File: config.mk
export PLATFORM = sky130hd
export DESIGN_NAME = morton_delta_varint_decoder
export DESIGN_NICKNAME = d
export VERILOG_FILES = /design/src/rtl/mdvd_pkg.sv /design/src/rtl/morton_delta_varint_decoder.sv /design/src/rtl/mdvd_decode.sv
export SDC_FILE = /design/constraint.sdc
export NUM_CORES = 1
export LEC_CHECK = 0
export BUFFER_PORTS_ARGS = -buffer_cell sky130_fd_sc_hd__buf_2
export CAP_MARGIN = 20
export CORE_ASPECT_RATIO = 0.5
export CORE_MARGIN = 2
export CORE_UTILIZATION = 35
export CTS_CLUSTER_SIZE = 16
export DETAILED_ROUTE_END_ITERATION = 8
export PLACE_DENSITY = 0.54
export SETUP_SLACK_MARGIN = 0.5
export SLEW_MARGIN = 10
export SYNTH_ARGS = -nofsm -noshare
export SYNTH_HDL_FRONTEND = slang
export SYNTH_HIERARCHICAL = 1
export SYNTH_SLANG_ARGS = --single-unit
export TNS_END_PERCENT = 1
File: constraint.sdc
create_clock -name i_clk -period 4.3 [get_ports i_clk]
set_input_delay 0.86 -clock i_clk [delete_from_list [all_inputs] [get_ports i_clk]]
set_output_delay 0.86 -clock i_clk [all_outputs]
set_load 0.02 [all_outputs]
File: src/rtl/mdvd_pkg.sv
package mdvd_pkg;

    localparam int CODE_W  = 32;
    localparam int COORD_W = 16;

    localparam logic [2:0] HEADER_BYTES = 3'd4;
    localparam logic [5:0] GROUP_BITS   = 6'd7;
    localparam logic [5:0] SHIFT_LIMIT  = 6'd32;

    typedef struct packed {
        logic [2:0]        header_count;
        logic [CODE_W-1:0] accumulator;
        logic [5:0]        group_shift;
        logic [CODE_W-1:0] previous_code;
    } t_state;

    typedef struct packed {
        logic              emit;
        logic [CODE_W-1:0] code;
    } t_result;

    function automatic logic [COORD_W-1:0] f_even_bits(input logic [CODE_W-1:0] v);
        logic [COORD_W-1:0] r;
        r = '0;
        for (int k = 0; k < COORD_W; k++) begin
            r[k] = v[2*k];
        end
        return r;
    endfunction

endpackage

File: src/rtl/morton_delta_varint_decoder.sv
// Morton delta varint decoder.
// Input channel: i_valid / o_stall carry one stream byte (i_code_byte) per
// item; i_stream_start marks the first byte of a new stream and clears the
// decode state before that byte is used.
// Output channel: o_valid / i_stall carry one point (o_point_x, o_point_y)
// for every completed Morton code: the fourth header byte, and every delta
// byte with bit 0 set.
// An item is taken at a rising edge with valid high and stall low.
// A byte is held in the input register; its decode plus 32-bit add then loads
// the point into the output register, which drives o_valid.
// Throughput: one byte per cycle while the output is not stalled.
// When i_stall holds a point, the decode stage waits and the input register
// keeps one byte; o_stall rises once that register is full and cannot move.
// Reset (i_rst_n low, synchronous) empties both registers and clears the
// decode state, so the next bytes are read as a header.
module morton_delta_varint_decoder
    import mdvd_pkg::*;
(
    input  logic               i_clk,
    input  logic               i_rst_n,
    input  logic               i_valid,
    output logic               o_stall,
    input  logic [7:0]         i_code_byte,
    input  logic               i_stream_start,
    output logic               o_valid,
    input  logic               i_stall,
    output logic [COORD_W-1:0] o_point_x,
    output logic [COORD_W-1:0] o_point_y
);

    logic               r_in_valid;
    logic [7:0]         r_in_byte;
    logic               r_in_start;
    t_state             r_state;
    t_state             n_state;
    t_result            step_res;
    logic               r_out_valid;
    logic [COORD_W-1:0] r_out_x;
    logic [COORD_W-1:0] r_out_y;
    logic               out_free;
    logic               advance;
    logic               in_take;

    mdvd_decode u_decode (
        .i_byte   (r_in_byte),
        .i_start  (r_in_start),
        .i_state  (r_state),
        .o_state  (n_state),
        .o_result (step_res)
    );

    assign out_free = !r_out_valid || !i_stall;
    assign advance  = r_in_valid && out_free;
    assign o_stall  = r_in_valid && !out_free;
    assign in_take  = i_valid && !o_stall;

    always_ff @(posedge i_clk) begin
        if (!i_rst_n) begin
            r_in_valid  <= 1'b0;
            r_out_valid <= 1'b0;
            r_state     <= '0;
        end else begin
            if (in_take) begin
                r_in_valid <= 1'b1;
            end else if (advance) begin
                r_in_valid <= 1'b0;
            end
            if (advance) begin
                r_state     <= n_state;
                r_out_valid <= step_res.emit;
            end else if (out_free) begin
                r_out_valid <= 1'b0;
            end
        end
    end

    always_ff @(posedge i_clk) begin
        if (in_take) begin
            r_in_byte  <= i_code_byte;
            r_in_start <= i_stream_start;
        end
        if (advance && step_res.emit) begin
            r_out_x <= f_even_bits(step_res.code);
            r_out_y <= f_even_bits(step_res.code >> 1);
        end
    end

    assign o_valid   = r_out_valid;
    assign o_point_x = r_out_x;
    assign o_point_y = r_out_y;

`ifndef SYNTHESIS
    a_reset_empty: assert property (@(posedge i_clk) !i_rst_n |=> !o_valid && !o_stall)
        else $error("output not empty after reset");

    a_header_range: assert property (@(posedge i_clk) disable iff (!i_rst_n)
        r_state.header_count <= HEADER_BYTES)
        else $error("header count out of range");

    a_shift_steps: assert property (@(posedge i_clk) disable iff (!i_rst_n)
        r_state.group_shift == 6'd0 || r_state.group_shift == 6'd7 ||
        r_state.group_shift == 6'd14 || r_state.group_shift == 6'd21 ||
        r_state.group_shift == 6'd28 || r_state.group_shift == 6'd35)
        else $error("group shift off the 7-bit grid");

    a_stall_held: assert property (@(posedge i_clk) disable iff (!i_rst_n)
        o_stall |-> r_in_valid && o_valid && i_stall)
        else $error("input stalled without a held point");

    a_state_hold: assert property (@(posedge i_clk) disable iff (!i_rst_n)
        !advance |=> $stable(r_state))
        else $error("decode state moved without an item");
`endif

endmodule

File: src/rtl/mdvd_decode.sv
module mdvd_decode
    import mdvd_pkg::*;
(
    input  logic [7:0] i_byte,
    input  logic       i_start,
    input  t_state     i_state,
    output t_state     o_state,
    output t_result    o_result
);

    t_state            s;
    logic [CODE_W-1:0] hdr_acc;
    logic [38:0]       grp_wide;
    logic [CODE_W-1:0] grp_bits;
    logic [CODE_W-1:0] delta;
    logic [2:0]        hdr_next;

    always_comb begin
        s        = i_start ? '0 : i_state;
        hdr_acc  = s.accumulator
                 | (CODE_W'(i_byte) << {s.header_count[1:0], 3'b000});
        grp_wide = {32'd0, i_byte[7:1]} << s.group_shift;
        grp_bits = (s.group_shift < SHIFT_LIMIT) ? grp_wide[CODE_W-1:0] : '0;
        delta    = s.accumulator | grp_bits;
        hdr_next = s.header_count + 3'd1;

        o_state       = s;
        o_result.emit = 1'b0;
        o_result.code = s.previous_code;

        if (s.header_count < HEADER_BYTES) begin
            o_state.header_count = hdr_next;
            if (hdr_next == HEADER_BYTES) begin
                o_state.previous_code = hdr_acc;
                o_state.accumulator   = '0;
                o_state.group_shift   = '0;
                o_result.emit         = 1'b1;
                o_result.code         = hdr_acc;
            end else begin
                o_state.accumulator = hdr_acc;
            end
        end else if (i_byte[0]) begin
            o_state.previous_code = s.previous_code + delta;
            o_state.accumulator   = '0;
            o_state.group_shift   = '0;
            o_result.emit         = 1'b1;
            o_result.code         = s.previous_code + delta;
        end else begin
            o_state.accumulator = delta;
            if (s.group_shift < SHIFT_LIMIT) begin
                o_state.group_shift = s.group_shift + GROUP_BITS;
            end
        end
    end

endmodule

==> impl_metrics.py <==
metrics = {
    "outcome": {
        "status": "complete, but fails checks",
        "violations": "setup timing",
    },
    "finish": {
        "final_cells": 1537,
        "layout.nets": 1237,
        "antennaDiodeCount": 0,
        "utilization_pct": 44.5,
        "final_area_mm2": 0.0108,
        "fillerInstances": 2401,
        "mostFrequentLayoutCells": "223 x nand2_1, 149 x buf_4, 89 x mux2i_1, 75 x dfxtp_1, 67 x a21oi_1",
        "drive_gt1_share_pct": 25.1,
        "regArea_mm2": 0.00273,
        "final_common_cell": "nand2_1",
        "syn_to_final_growth_pct": 23.6,
        "multiInputGateArea_mm2": 0.00564,
    },
    "drt": {
        "first_pass_iters": 5,
        "drc_errors": 0,
        "routed_wl_um": 29100,
        "vias_per_cell": 5.44,
        "ant_nets": 0,
        "detail_route.wl_per_cell_um": 19.0,
        "vias": 8363,
        "drt_first_iter_violations": 806,
    },
    "clocking": {
        "cts.clk_slew.worst_paths_ns": 0.06,
        "cts_buffers": 17,
        "cts_buffer_depth": 2,
        "htreeDepth": 4,
        "cts_tree": "built",
        "hold_buffers": 0,
        "cts.sinks": 116,
        "clk_latency_ns": 0.43,
        "cts_root_buf": "clkbuf_16",
    },
    "worst_setup_path": {
        "cp_max_fo": 5,
        "crit_type": "flop to flop",
        "crit_slowest_cell": "mux4_2",
        "cp.required_ns": 4.65,
        "crit_arrival_ns": 4.68,
        "end_kind": "flop",
        "path_delay_family": "compound AO/OA/AOI/OAI gates",
        "path_buf_inv": 2,
        "start_kind": "flop",
        "path_cells": "nor2b_4, buf_6, mux4_2, a21oi_4, a21o_1, inv_2, a22o_4, ha_4, a21oi_2, o21ai_1, a21o_1, a221o_2, a31oi_4, o211ai_1, a31oi_2, nand4_1, o211ai_1, nand2_1, mux2i_1",
        "slowest_delay_ns": 0.55,
    },
    "timing": {
        "setup_viol": 4,
        "final_hold_viol_count": 0,
        "rsz0062_at_grt": "true",
        "setup_tns_ns": -0.0989,
        "fin_ws_ns": -0.0356,
        "min_period_over_period_pct": 101,
        "fin_crit_ns": 4.34,
        "max_slew.worst_pin.slew_ns": 0.966,
        "max_freq_mhz": 231,
        "drv_slew": 0,
        "max_slew_margin_pct": 35.4,
        "holdWs_ns": 0.452,
        "clock_skew_ns": 0.00888,
    },
    "grt": {
        "grtUsageTotal_pct": 22.6,
        "grt_antenna_before_repair": 0,
        "grt_pass1_wl_um": 45200,
        "grt_pass1_vias": 8026,
        "overflow": 0,
        "grt_start_max_net_pins": 73,
    },
    "yosys": {
        "ys_async_sr_fraction_pct": 0,
        "synth_warnings": 6,
        "syn_avg_cell_area_um2": 8.13,
        "synthesis.nets": 1122,
        "syn_inst": 1074,
        "synthesis.area_mm2": 0.00873,
        "synth_edf_count": 41,
        "synth_flop_cell": "dfxtp_1",
        "ys_ff_latch": 116,
        "ys_types": 73,
        "ys_seq_area_share_pct": 31.3,
    },
    "power": {
        "leakage_nw": 4.42,
        "totalPowerFinal_mw": 2.72,
        "powerDensity_mw_per_mm2": 252,
        "vdd_drop_max_uv": 233,
    },
    "placement": {
        "place_congestion": 0.886,
        "dp.cells": 1494,
        "placed_area_mm2": 0.00983,
        "numPortBuffers": 46,
        "dp_hpwl_um": 20600,
        "pre_cts_slack_ns": -0.444,
    },
    "hold_path": {
        "min-delay-path-class": "flop to flop",
    },
    "flow_run": {
        "max_cap_violations": 0,
    },
    "die": {
        "die_w_um": 227,
        "pin_count": 47,
        "start_util_pct": 36.0,
        "coreArea_mm2": 0.0242,
        "std_cell_rows": 40,
        "dieHeight_um": 116,
        "die_area_mm2": 0.0263,
    },
}
## worst min-delay path, stage by stage (launching register included)
cell and delay [ns]:
dfxtp_1 0.30, nand2_1 0.05, mux2i_1 0.05
## state kept, by name (all words and copies together), names as in the netlist
| signal | count |
|---|---|
| r_in_byte | 8 |
| r_in_valid | 1 |
| r_state | 73 |
| o_point_y | 16 |
| r_in_start | 1 |
| o_point_x | 16 |
| o_valid | 1 |
## synthesized netlist by cell type (10+ instances only)
master	instances	area, um2
a21o_1	25	188
a21oi_1	81	405
a22o_1	10	87.6
a22oi_1	11	82.6
buf_2	15	75.1
buf_4	32	240
clkbuf_1	42	158
dfxtp_1	75	1500
edfxtp_1	41	1230
ha_1	34	425
inv_1	15	56.3
mux2i_1	94	941
nand2_1	226	848
nor2_1	57	214
nor2b_1	53	332
nor3_1	24	120
o21ai_0	62	310
xnor2_1	17	149
## per-layer routing
metal	track usage, %	vias up	routed length, um	part of all wire, %
met5	0	-	0	0
met4	5.88	0	370	1.3
met3	4.28	33	1740	6.0
met2	34.9	282	12700	43
met1	32.5	4023	14400	49
li1	-	4025	-	-
## worst paths after layout
check             slack, ns                  endpoint  cells past startpoint                startpoint
hold / removal         0.45  r_state[44]$_SDFFE_PN0P_                      2  r_state[44]$_SDFFE_PN0P_
hold reg to reg        0.45  r_state[44]$_SDFFE_PN0P_                      2  r_state[44]$_SDFFE_PN0P_
setup / recovery      -0.04  r_state[30]$_SDFFE_PN0P_                     19      r_in_start$_DFFE_PP_
setup reg to reg      -0.04  r_state[30]$_SDFFE_PN0P_                     19      r_in_start$_DFFE_PP_
## cell type report
class / instances / share of cell area (%)
clock inverters: 10 / 0.789
well taps: 336 / 3.90
repair buffers: 197 / 12.8
clock buffers: 21 / 4.27
flip-flops and latches: 116 / 25.3
multi-input cells: 837 / 52.3
inverters: 20 / 0.696
## logic make-up after synthesis
logic type / Yosys count / share of synthesized area (%)
buf+inv: 121 / 8.38
flops: 116 / 31.3
fa+ha+maj: 35 / 5.10
compound gates: 271 / 20.2
simple gates: 409 / 21.1
mux: 98 / 11.6
xor+xnor: 24 / 2.41
## timing repair
action / 4_1_cts / 5_1_grt
setup endpoints to repair: 44 / 49
setup buffers: 12 / 0
pin swaps: 32 / 42
gates resized for setup: 47 / 38
hold endpoints to repair: 0 / 0
## report_power, final
group	leakage [nW]	switching (mW)	total, mW	internal [mW]
clock network	0.252	0.536	1.35	0.813
logic	3.11	0.134	0.214	0.0798
registers	1.06	0.0121	1.15	1.14
Power figures use the tool's default switching activity.
